$ cat config.mk
export PLATFORM = sky130hd
export DESIGN_NAME = angle_delta_speed_estimator_flat
export DESIGN_NICKNAME = d
export VERILOG_FILES = /design/src/sv/ades_pkg.sv /design/src/sv/ades_if.sv /design/src/sv/angle_delta_speed_estimator.sv /design/src/flat_wrapper.sv
export SDC_FILE = /design/constraint.sdc
export NUM_CORES = 2
export LEC_CHECK = 0
export BUFFER_PORTS_ARGS = -buffer_cell sky130_fd_sc_hd__buf_2
export CAP_MARGIN = 20
export CORE_UTILIZATION = 31
export CTS_BUF_LIST = sky130_fd_sc_hd__clkbuf_2 sky130_fd_sc_hd__clkbuf_4 sky130_fd_sc_hd__clkbuf_8
export DETAILED_ROUTE_END_ITERATION = 6
export PLACE_DENSITY_LB_ADDON = 0.05
export SLEW_MARGIN = 30
export SYNTH_ARGS = -nofsm -noshare
export SYNTH_HDL_FRONTEND = slang
export SYNTH_SLANG_ARGS = --single-unit
$ cat constraint.sdc
create_clock -name clk_i -period 21.4 [get_ports clk_i]
set_clock_uncertainty 0.15 [all_clocks]
set_input_delay 1.07 -clock clk_i [delete_from_list [all_inputs] [get_ports clk_i]]
set_output_delay 1.07 -clock clk_i [all_outputs]
set_load 0.02 [all_outputs]
$ cat src/sv/ades_pkg.sv
// ----------------------------------------------------------------------------
// ades_pkg
// shared widths, register indexes and reset values of the speed estimator
// ----------------------------------------------------------------------------
package ades_pkg;

  localparam int unsigned ANGLE_BITS_DEF = 21;
  localparam int unsigned TIMER_BITS_DEF = 16;

  localparam int unsigned PERIOD_W   = 16;
  localparam int unsigned FREQ_W     = 27;
  localparam int unsigned DEADBAND_W = 21;
  localparam int unsigned MAX_W      = 40;
  localparam int unsigned SPEED_W    = MAX_W + 1;

  localparam int unsigned CFG_IDX_W  = 2;
  localparam int unsigned CFG_DATA_W = 40;

  typedef enum logic [CFG_IDX_W-1:0] {
    REG_TIMER_PERIOD    = 2'd0,
    REG_TIMER_FREQUENCY = 2'd1,
    REG_MIN_DELTA       = 2'd2,
    REG_MAX_SPEED       = 2'd3
  } cfg_reg_e;

  localparam logic [PERIOD_W-1:0]   RST_PERIOD    = 16'd65535;
  localparam logic [FREQ_W-1:0]     RST_FREQUENCY = 27'd1000000;
  localparam logic [DEADBAND_W-1:0] RST_MIN_DELTA = 21'd10;
  localparam logic [MAX_W-1:0]      RST_MAX_SPEED = 40'd209715200;

endpackage

$ cat src/sv/ades_if.sv
// ----------------------------------------------------------------------------
// ades_if
// valid/ready channels of the speed estimator: samples, results, config
// ----------------------------------------------------------------------------
interface ades_in_if #(
  parameter int unsigned ANGLE_BITS = ades_pkg::ANGLE_BITS_DEF,
  parameter int unsigned TIMER_BITS = ades_pkg::TIMER_BITS_DEF
);
  logic                  valid;
  logic                  ready;
  logic [ANGLE_BITS-1:0] angle_sample;
  logic [TIMER_BITS-1:0] timer_count;

  modport source (output valid, output angle_sample, output timer_count, input ready);
  modport sink   (input valid, input angle_sample, input timer_count, output ready);
endinterface

interface ades_out_if;
  logic                                 valid;
  logic                                 ready;
  logic signed [ades_pkg::SPEED_W-1:0]  speed;
  logic                                 standing_still;
  logic                                 saturated;

  modport source (output valid, output speed, output standing_still, output saturated,
                  input ready);
  modport sink   (input valid, input speed, input standing_still, input saturated,
                  output ready);
endinterface

interface ades_cfg_if;
  logic                              valid;
  logic                              ready;
  logic [ades_pkg::CFG_IDX_W-1:0]    index;
  logic [ades_pkg::CFG_DATA_W-1:0]   data;

  modport source (output valid, output index, output data, input ready);
  modport sink   (input valid, input index, input data, output ready);
endinterface

$ cat src/sv/angle_delta_speed_estimator.sv
// ----------------------------------------------------------------------------
// angle_delta_speed_estimator
// speed from successive absolute angle samples and timer counts
// ----------------------------------------------------------------------------
// Each accepted word (angle sample plus timer count) is compared with the
// previous one; the signed angle change times timer_frequency is divided by
// the tick difference and clamped to +-max_speed. The first word after reset
// only loads the history and gives no result; the block is ready again on the
// next cycle. A normal word passes through the prepare, check, divide, clamp
// and output steps before the block is ready again; the restoring divider in
// the divide step produces one quotient bit per cycle over the ANGLE_BITS + 27
// bit product. Deadband, zero-frequency and zero-tick words skip divide and
// clamp. A finished result sits in the output register while the next word
// is taken; a word waits in its last step for as long as the output register
// still holds an unaccepted result. Configuration writes are taken at any time
// and must only be issued while idle.
// ----------------------------------------------------------------------------
module angle_delta_speed_estimator #(
  parameter int unsigned ANGLE_BITS = ades_pkg::ANGLE_BITS_DEF,
  parameter int unsigned TIMER_BITS = ades_pkg::TIMER_BITS_DEF
) (
  input  logic       clk_i,
  input  logic       rst_ni,
  ades_cfg_if.sink   cfg_i,
  ades_in_if.sink    in_i,
  ades_out_if.source out_o
);

  localparam int unsigned PER_W = (TIMER_BITS < ades_pkg::PERIOD_W) ?
                                  TIMER_BITS : ades_pkg::PERIOD_W;
  localparam int unsigned MIN_W = (ANGLE_BITS < ades_pkg::DEADBAND_W) ?
                                  ANGLE_BITS : ades_pkg::DEADBAND_W;
  localparam int unsigned NUM_W = ANGLE_BITS + ades_pkg::FREQ_W;
  localparam int unsigned DT_W  = TIMER_BITS + 2;
  localparam int unsigned CMP_W = (NUM_W > ades_pkg::MAX_W) ? NUM_W : ades_pkg::MAX_W;
  localparam int unsigned CNT_W = $clog2(NUM_W);

  typedef enum logic [5:0] {
    S_IDLE  = 6'b000001,
    S_PREP  = 6'b000010,
    S_CHECK = 6'b000100,
    S_DIV   = 6'b001000,
    S_CLAMP = 6'b010000,
    S_OUT   = 6'b100000
  } state_e;

  // configuration
  logic [PER_W-1:0]                 period_q;
  logic [ades_pkg::FREQ_W-1:0]      freq_q;
  logic [MIN_W-1:0]                 min_q;
  logic [ades_pkg::MAX_W-1:0]       max_q;

  assign cfg_i.ready = 1'b1;

  always_ff @(posedge clk_i or negedge rst_ni) begin
    if (!rst_ni) begin
      period_q <= ades_pkg::RST_PERIOD[PER_W-1:0];
      freq_q   <= ades_pkg::RST_FREQUENCY;
      min_q    <= ades_pkg::RST_MIN_DELTA[MIN_W-1:0];
      max_q    <= ades_pkg::RST_MAX_SPEED;
    end else if (cfg_i.valid && cfg_i.ready) begin
      case (ades_pkg::cfg_reg_e'(cfg_i.index))
        ades_pkg::REG_TIMER_PERIOD:    period_q <= cfg_i.data[PER_W-1:0];
        ades_pkg::REG_TIMER_FREQUENCY: freq_q   <= cfg_i.data[ades_pkg::FREQ_W-1:0];
        ades_pkg::REG_MIN_DELTA:       min_q    <= cfg_i.data[MIN_W-1:0];
        ades_pkg::REG_MAX_SPEED:       max_q    <= cfg_i.data[ades_pkg::MAX_W-1:0];
        default: ;
      endcase
    end
  end

  // datapath registers
  state_e                      state_q, state_d;
  logic                        have_q, have_d;
  logic [ANGLE_BITS-1:0]       last_angle_q, last_angle_d;
  logic [TIMER_BITS-1:0]       last_count_q, last_count_d;
  logic [ANGLE_BITS-1:0]       du_q, du_d;
  logic [TIMER_BITS-1:0]       cnt_q, cnt_d;
  logic [TIMER_BITS-1:0]       pc_q, pc_d;
  logic [ANGLE_BITS-1:0]       mag_q, mag_d;
  logic                        neg_q, neg_d;
  logic [TIMER_BITS-1:0]       dt_q, dt_d;
  logic                        dt_pos_q, dt_pos_d;
  logic [NUM_W-1:0]            quo_q, quo_d;
  logic [TIMER_BITS-1:0]       rem_q, rem_d;
  logic [CNT_W-1:0]            bit_cnt_q, bit_cnt_d;
  logic [ades_pkg::MAX_W-1:0]  res_mag_q, res_mag_d;
  logic                        res_still_q, res_still_d;
  logic                        res_sat_q, res_sat_d;

  // output register
  logic                                out_valid_q, out_valid_d;
  logic [ades_pkg::SPEED_W-1:0]        speed_q, speed_d;
  logic                                still_q, still_d;
  logic                                sat_q, sat_d;

  logic                        in_acc;
  logic                        out_load;
  logic [DT_W-1:0]             dt_wrap;
  logic [NUM_W-1:0]            prod;
  logic [TIMER_BITS:0]         trial;
  logic                        take;
  logic [CMP_W-1:0]            quo_ext;
  logic [CMP_W-1:0]            max_ext;
  logic [ades_pkg::SPEED_W-1:0] mag_ext;

  function automatic logic [ades_pkg::SPEED_W-1:0] res_neg_sel(
    input logic                         neg,
    input logic [ades_pkg::SPEED_W-1:0] m
  );
    res_neg_sel = neg ? (~m + 1'b1) : m;
  endfunction

  assign in_i.ready = (state_q == S_IDLE);
  assign in_acc     = in_i.valid && in_i.ready;
  assign out_load   = (state_q == S_OUT) && (!out_valid_q || out_o.ready);

  assign dt_wrap = DT_W'(period_q) - DT_W'(pc_q) + DT_W'(cnt_q) + DT_W'(1);
  assign prod    = NUM_W'(mag_q) * NUM_W'(freq_q);
  assign trial   = {rem_q, quo_q[NUM_W-1]};
  assign take    = (trial >= {1'b0, dt_q});
  assign quo_ext = CMP_W'(quo_q);
  assign max_ext = CMP_W'(max_q);
  assign mag_ext = {1'b0, res_mag_q};

  always_comb begin
    state_d      = state_q;
    have_d       = have_q;
    last_angle_d = last_angle_q;
    last_count_d = last_count_q;
    du_d         = du_q;
    cnt_d        = cnt_q;
    pc_d         = pc_q;
    mag_d        = mag_q;
    neg_d        = neg_q;
    dt_d         = dt_q;
    dt_pos_d     = dt_pos_q;
    quo_d        = quo_q;
    rem_d        = rem_q;
    bit_cnt_d    = bit_cnt_q;
    res_mag_d    = res_mag_q;
    res_still_d  = res_still_q;
    res_sat_d    = res_sat_q;

    case (state_q)
      S_IDLE: begin
        if (in_acc) begin
          last_angle_d = in_i.angle_sample;
          last_count_d = in_i.timer_count;
          have_d       = 1'b1;
          du_d         = in_i.angle_sample - last_angle_q;
          cnt_d        = in_i.timer_count;
          pc_d         = last_count_q;
          if (have_q) begin
            state_d = S_PREP;
          end
        end
      end
      S_PREP: begin
        neg_d = du_q[ANGLE_BITS-1];
        mag_d = du_q[ANGLE_BITS-1] ? (~du_q + 1'b1) : du_q;
        if (cnt_q >= pc_q) begin
          dt_d     = cnt_q - pc_q;
          dt_pos_d = (cnt_q != pc_q);
        end else begin
          dt_d     = dt_wrap[TIMER_BITS-1:0];
          dt_pos_d = !dt_wrap[DT_W-1] && (dt_wrap != '0);
        end
        state_d = S_CHECK;
      end
      S_CHECK: begin
        res_still_d = 1'b0;
        res_sat_d   = 1'b0;
        res_mag_d   = '0;
        if (freq_q == '0) begin
          state_d = S_OUT;
        end else if (mag_q < ANGLE_BITS'(min_q)) begin
          res_still_d = 1'b1;
          state_d     = S_OUT;
        end else if (!dt_pos_q) begin
          res_sat_d = 1'b1;
          res_mag_d = (mag_q != '0) ? max_q : '0;
          state_d   = S_OUT;
        end else begin
          quo_d     = prod;
          rem_d     = '0;
          bit_cnt_d = CNT_W'(NUM_W - 1);
          state_d   = S_DIV;
        end
      end
      S_DIV: begin
        rem_d = take ? TIMER_BITS'(trial - {1'b0, dt_q}) : trial[TIMER_BITS-1:0];
        quo_d = {quo_q[NUM_W-2:0], take};
        if (bit_cnt_q == '0) begin
          state_d = S_CLAMP;
        end else begin
          bit_cnt_d = bit_cnt_q - 1'b1;
        end
      end
      S_CLAMP: begin
        if (quo_ext > max_ext) begin
          res_mag_d = max_q;
          res_sat_d = 1'b1;
        end else begin
          res_mag_d = quo_ext[ades_pkg::MAX_W-1:0];
        end
        state_d = S_OUT;
      end
      S_OUT: begin
        if (out_load) begin
          state_d = S_IDLE;
        end
      end
      default: state_d = S_IDLE;
    endcase
  end

  always_comb begin
    out_valid_d = out_valid_q;
    speed_d     = speed_q;
    still_d     = still_q;
    sat_d       = sat_q;
    if (out_load) begin
      out_valid_d = 1'b1;
      speed_d     = res_neg_sel(neg_q, mag_ext);
      still_d     = res_still_q;
      sat_d       = res_sat_q;
    end else if (out_o.ready) begin
      out_valid_d = 1'b0;
    end
  end

  always_ff @(posedge clk_i or negedge rst_ni) begin
    if (!rst_ni) begin
      state_q      <= S_IDLE;
      have_q       <= 1'b0;
      last_angle_q <= '0;
      last_count_q <= '0;
      out_valid_q  <= 1'b0;
    end else begin
      state_q      <= state_d;
      have_q       <= have_d;
      last_angle_q <= last_angle_d;
      last_count_q <= last_count_d;
      out_valid_q  <= out_valid_d;
    end
  end

  always_ff @(posedge clk_i) begin
    du_q        <= du_d;
    cnt_q       <= cnt_d;
    pc_q        <= pc_d;
    mag_q       <= mag_d;
    neg_q       <= neg_d;
    dt_q        <= dt_d;
    dt_pos_q    <= dt_pos_d;
    quo_q       <= quo_d;
    rem_q       <= rem_d;
    bit_cnt_q   <= bit_cnt_d;
    res_mag_q   <= res_mag_d;
    res_still_q <= res_still_d;
    res_sat_q   <= res_sat_d;
    speed_q     <= speed_d;
    still_q     <= still_d;
    sat_q       <= sat_d;
  end

  assign out_o.valid          = out_valid_q;
  assign out_o.speed          = $signed(speed_q);
  assign out_o.standing_still = still_q;
  assign out_o.saturated      = sat_q;

  // checks
  a_first_word: assert property (@(posedge clk_i) disable iff (!rst_ni)
    in_acc && !have_q |=> state_q == S_IDLE)
    else $error("first word must not start a computation");

  a_div_end: assert property (@(posedge clk_i) disable iff (!rst_ni)
    state_q == S_DIV && bit_cnt_q == '0 |=> state_q == S_CLAMP)
    else $error("divider did not finish after its last bit");

  a_rem_range: assert property (@(posedge clk_i) disable iff (!rst_ni)
    state_q == S_DIV |-> rem_q < dt_q)
    else $error("partial remainder not below divisor");

  a_out_source: assert property (@(posedge clk_i) disable iff (!rst_ni)
    $rose(out_valid_q) |-> $past(state_q) == S_OUT)
    else $error("result loaded outside of the output step");

  a_flags: assert property (@(posedge clk_i) disable iff (!rst_ni)
    out_valid_q |-> !(still_q && sat_q))
    else $error("standing still and saturated both set");

endmodule

$ cat src/flat_wrapper.sv
// flat-port wrapper written by rule: the top's interface ports become plain ports
module angle_delta_speed_estimator_flat 
#(
  parameter int unsigned ANGLE_BITS = ades_pkg::ANGLE_BITS_DEF,
  parameter int unsigned TIMER_BITS = ades_pkg::TIMER_BITS_DEF
)
  (clk_i, rst_ni, cfg_i_valid, cfg_i_index, cfg_i_data, cfg_i_ready, in_i_valid, in_i_angle_sample, in_i_timer_count, in_i_ready, out_o_valid, out_o_speed, out_o_standing_still, out_o_saturated, out_o_ready);
  ades_cfg_if cfg_i_i ();
  ades_in_if #(.ANGLE_BITS(ANGLE_BITS), .TIMER_BITS(TIMER_BITS)) in_i_i ();
  ades_out_if out_o_i ();
  input  logic clk_i;
  input  logic rst_ni;
  input wire logic [$bits(cfg_i_i.valid)-1:0] cfg_i_valid;
  input wire logic [$bits(cfg_i_i.index)-1:0] cfg_i_index;
  input wire logic [$bits(cfg_i_i.data)-1:0] cfg_i_data;
  output wire logic [$bits(cfg_i_i.ready)-1:0] cfg_i_ready;
  input wire logic [$bits(in_i_i.valid)-1:0] in_i_valid;
  input wire logic [$bits(in_i_i.angle_sample)-1:0] in_i_angle_sample;
  input wire logic [$bits(in_i_i.timer_count)-1:0] in_i_timer_count;
  output wire logic [$bits(in_i_i.ready)-1:0] in_i_ready;
  output wire logic [$bits(out_o_i.valid)-1:0] out_o_valid;
  output wire logic [$bits(out_o_i.speed)-1:0] out_o_speed;
  output wire logic [$bits(out_o_i.standing_still)-1:0] out_o_standing_still;
  output wire logic [$bits(out_o_i.saturated)-1:0] out_o_saturated;
  input wire logic [$bits(out_o_i.ready)-1:0] out_o_ready;
  assign cfg_i_i.valid = cfg_i_valid;
  assign cfg_i_i.index = cfg_i_index;
  assign cfg_i_i.data = cfg_i_data;
  assign cfg_i_ready = cfg_i_i.ready;
  assign in_i_i.valid = in_i_valid;
  assign in_i_i.angle_sample = in_i_angle_sample;
  assign in_i_i.timer_count = in_i_timer_count;
  assign in_i_ready = in_i_i.ready;
  assign out_o_valid = out_o_i.valid;
  assign out_o_speed = out_o_i.speed;
  assign out_o_standing_still = out_o_i.standing_still;
  assign out_o_saturated = out_o_i.saturated;
  assign out_o_i.ready = out_o_ready;
  angle_delta_speed_estimator #(.ANGLE_BITS(ANGLE_BITS), .TIMER_BITS(TIMER_BITS)) u_core (.clk_i(clk_i), .rst_ni(rst_ni), .cfg_i(cfg_i_i), .in_i(in_i_i), .out_o(out_o_i));
endmodule
==> results.sh <==
export IMPL_min_period_ns=8.48
export IMPL_synth_top_area_share_pct=24.0
export IMPL_synth_most_common_cell="inv_1"
export IMPL_dpl_cell_area_sq_mm=0.0424
export IMPL_worstSkewPairLatency_ns=0.74
export IMPL_nets=4943
export IMPL_placed_cells=5655
export IMPL_syn_num_nets=4855
export IMPL_syn_to_final_growth_pct=11.0
export IMPL_post_cts_resized=0
export IMPL_synth_area_top_cells="fa_1, edfxtp_1, ha_1"
export IMPL_place_ws_ns=12.90
export IMPL_critPathCaptureType="register"
export IMPL_drt_iter0_markers=1383
export IMPL_syn_area_sq_mm=0.0398
export IMPL_status="finished, violations left"
export IMPL_cts_max_level=3
export IMPL_wire_per_inst_um=20.8
export IMPL_root_buffer="clkbuf_8"
export IMPL_violations="DRC"
export IMPL_holdBufCountCts=0
export IMPL_drt_pass1_iter_count=7
export IMPL_yosysSeqAreaShare_pct=28.1
export IMPL_min_path_type="in -> async"
export IMPL_fmax_mhz=118
export IMPL_dieArea_sq_mm=0.130
export IMPL_required_ns=21.71
export IMPL_cts_made_buffers=80
export IMPL_timing_critical_path_arrival_ns=8.80
export IMPL_grt_first_pass_wirelength_mm=187
export IMPL_stdcell_count=5810
export IMPL_criticalPathCategory="reg -> reg"
export IMPL_finalSetupViolations=0
export IMPL_drv_slew=0
export IMPL_worstMarginPinSlew_ns=0.946
export IMPL_synth_cell_types=76
export IMPL_synth_area_per_cell_sq_um=9.99
export IMPL_worstPathMaxFanout=23
export IMPL_synth_edf_count=247
export IMPL_die_h_um=360
export IMPL_gp_congestion=0.805
export IMPL_hpwl_mm=92.0
export IMPL_gr_usage_all_layers_pct=19.0
export IMPL_core_sq_mm=0.128
export IMPL_antenna_left=0
export IMPL_postCtsSetupBuffers=0
export IMPL_initial_core_util_pct=31.2
export IMPL_wl_mm=121
export IMPL_row_count=131
export IMPL_ys_flop_type="edfxtp_1"
export IMPL_die_x_um=360
export IMPL_crit_family="adder cells"
export IMPL_stdcell_area_sq_mm=0.0442
export IMPL_rsz0062_at_grt="no"
export IMPL_cts_sinks=396
export IMPL_grt_pass1_vias=29800
export IMPL_fin_ws_ns=12.92
export IMPL_synth_top_cells_by_count="inv_1, fa_1, nand2_1"
export IMPL_cts_max_path_buffers=3
export IMPL_period_share_pct=39.6
export IMPL_start_kind="register"
export IMPL_grt_overflow=0
export IMPL_antenna_found_initial=14
export IMPL_grt_max_degree=65
export IMPL_cts_clk_slew_worst_paths_ns=0.07
export IMPL_vias_per_cell=4.75
export IMPL_drv_cap=0
export IMPL_max_stage_delay_ns=0.73
export IMPL_relSlewSlack_pct=37.0
export IMPL_finalSetupTns_ns=0
export IMPL_yosys_area_top_type="fa_1"
export IMPL_portBuffers=128
export IMPL_drc=4
export IMPL_crit_buf_inv=4
export IMPL_yosys_warnings=0
export IMPL_drive_above_1_share_pct=12.3
export IMPL_synth_cells=3988
export IMPL_ys_ff_latch=396
export IMPL_cp_slowest_cell="dfrtp_1"
export IMPL_cts_tree="built"
export IMPL_crit_chain="and2_1 > fa_1 > inv_1 > fa_1 > fa_1 > inv_1 > fa_1 > fa_1 > fa_1 > inv_1 > fa_1 > inv_1 > ha_1 > nand2_1 > or3_1 > nor3_1 > o31ai_1 > a2111oi_0 > a211oi_1 > o41ai_1 > mux2i_1 > o311ai_0"
export IMPL_vias=27600
export IMPL_async_flop_share_pct=37.6
export IMPL_ios=130
export IMPL_cpMostUsedCell="fa_1"
export IMPL_finalHoldViolCount=0
-- worst reg2reg max path, cell delays in order, from the launching register on --
cell and delay [ns]:
dfrtp_1 0.73, and2_1 0.38, fa_1 0.53, inv_1 0.06, fa_1 0.49, fa_1 0.52, inv_1 0.05, fa_1 0.48
fa_1 0.53, fa_1 0.58, inv_1 0.07, fa_1 0.56, inv_1 0.05, ha_1 0.40, nand2_1 0.10, or3_1 0.35
nor3_1 0.31, o31ai_1 0.18, a2111oi_0 0.69, a211oi_1 0.20, o41ai_1 0.45, mux2i_1 0.22, o311ai_0 0.14
-- area by class of cell --
| class | count | area [sq um] |
|---|---|---|
| inverters | 698 | 2620 |
| well taps | 1662 | 2080 |
| clock inverters | 33 | 327 |
| clock buffers | 115 | 1450 |
| multi-input cells | 2715 | 25400 |
| diodes | 6 | 15.0 |
| fillers | 13200 | 83300 |
| flip-flops and latches | 396 | 11200 |
| repair buffers | 185 | 1130 |
-- per-layer routing --
metal | up-vias | GRT usage [%] | part of all wire, %
li1 | 13100 | - | -
met4 | 2 | 3.86 | 1.6
met5 | - | 0 | 0.014
met3 | 116 | 2.52 | 3.4
met1 | 13900 | 26.2 | 48
met2 | 400 | 31.7 | 47
-- state kept, by name, indices dropped and copies added (netlist names), 6 cells and up --
signal	flops
u_core.dt_q	16
u_core.res_mag_q	40
u_core.rem_q	16
u_core.max_q	40
u_core.state_q	6
u_core.cnt_q	16
u_core.mag_q	21
u_core.freq_q	27
u_core.du_q	21
u_core.last_angle_q	21
u_core.quo_ext	48
u_core.bit_cnt_q	6
u_core.period_q	16
u_core.pc_q	16
u_core.min_q	21
u_core.last_count_q	16
u_core.out_o.speed	41
-- worst paths after layout --
kind / slack, ns / to / depth (start not counted) / from
setup / recovery: 12.92 / u_core.quo_ext[45] / 22 / u_core.freq_q[7]
hold / removal: 0.12 / u_core.last_count_q[2] / 1 / rst_ni
setup reg to reg: 12.92 / u_core.quo_ext[45] / 22 / u_core.freq_q[7]
hold reg to reg: 0.29 / u_core.pc_q[4] / 0 / u_core.last_count_q[4]
max in group asynchronous: 19.79 / u_core.last_angle_q[18] / 2 / rst_ni
min in group clk_i: 0.29 / u_core.pc_q[4] / 0 / u_core.last_count_q[4]
-- per-stage QoR --
step	util, %	hold slack, ns
after floorplan	-	0.250
after global placement	33.2	0.265
after detailed placement	33.2	0.277
after CTS	34.6	0.0500
after global routing	34.7	0.0957
final	34.7	0.124
-- layout by cell type, fill, tap and decap left out, types with 9 or more instances in the layout --
| master | instances |
|---|---|
| o21bai_1 | 20 |
| a211oi_1 | 14 |
| a21o_1 | 78 |
| dfrtp_1 | 119 |
| mux2i_1 | 17 |
| clkbuf_4 | 21 |
| ha_1 | 306 |
| o31ai_1 | 21 |
| a21oi_1 | 134 |
| clkinv_1 | 10 |
| buf_2 | 127 |
| o41ai_1 | 9 |
| buf_4 | 52 |
| dfstp_2 | 29 |
| or4_1 | 13 |
| nor2_1 | 106 |
| or3_1 | 11 |
| clkinv_2 | 10 |
| nor2b_1 | 16 |
| o21ai_0 | 131 |
| inv_1 | 697 |
| nor3_1 | 41 |
| and3_1 | 10 |
| fa_1 | 477 |
| clkbuf_8 | 94 |
| o21a_1 | 24 |
| nand2_1 | 435 |
| nand3_1 | 32 |
| xnor2_1 | 116 |
| and2_1 | 297 |
| nor4_1 | 21 |
| nand4_1 | 35 |
| nand2b_1 | 16 |
| a31oi_1 | 13 |
| xor2_1 | 48 |
| edfxtp_1 | 247 |
| a22o_1 | 40 |
| mux2_2 | 121 |
-- kinds of logic after synthesis --
logic type	after synthesis	synth area share [%]
buf+inv	877	8.27
xor+xnor	164	3.61
other cells	1	0.00942
flops	396	28.1
fa+ha+maj	783	33.6
simple gates	1077	13.5
mux	138	3.85
compound gates	552	9.09
Power is left out: the tool's default activity adds up to more than one toggle a clock period on the data nets, which glitch-free logic cannot reach.
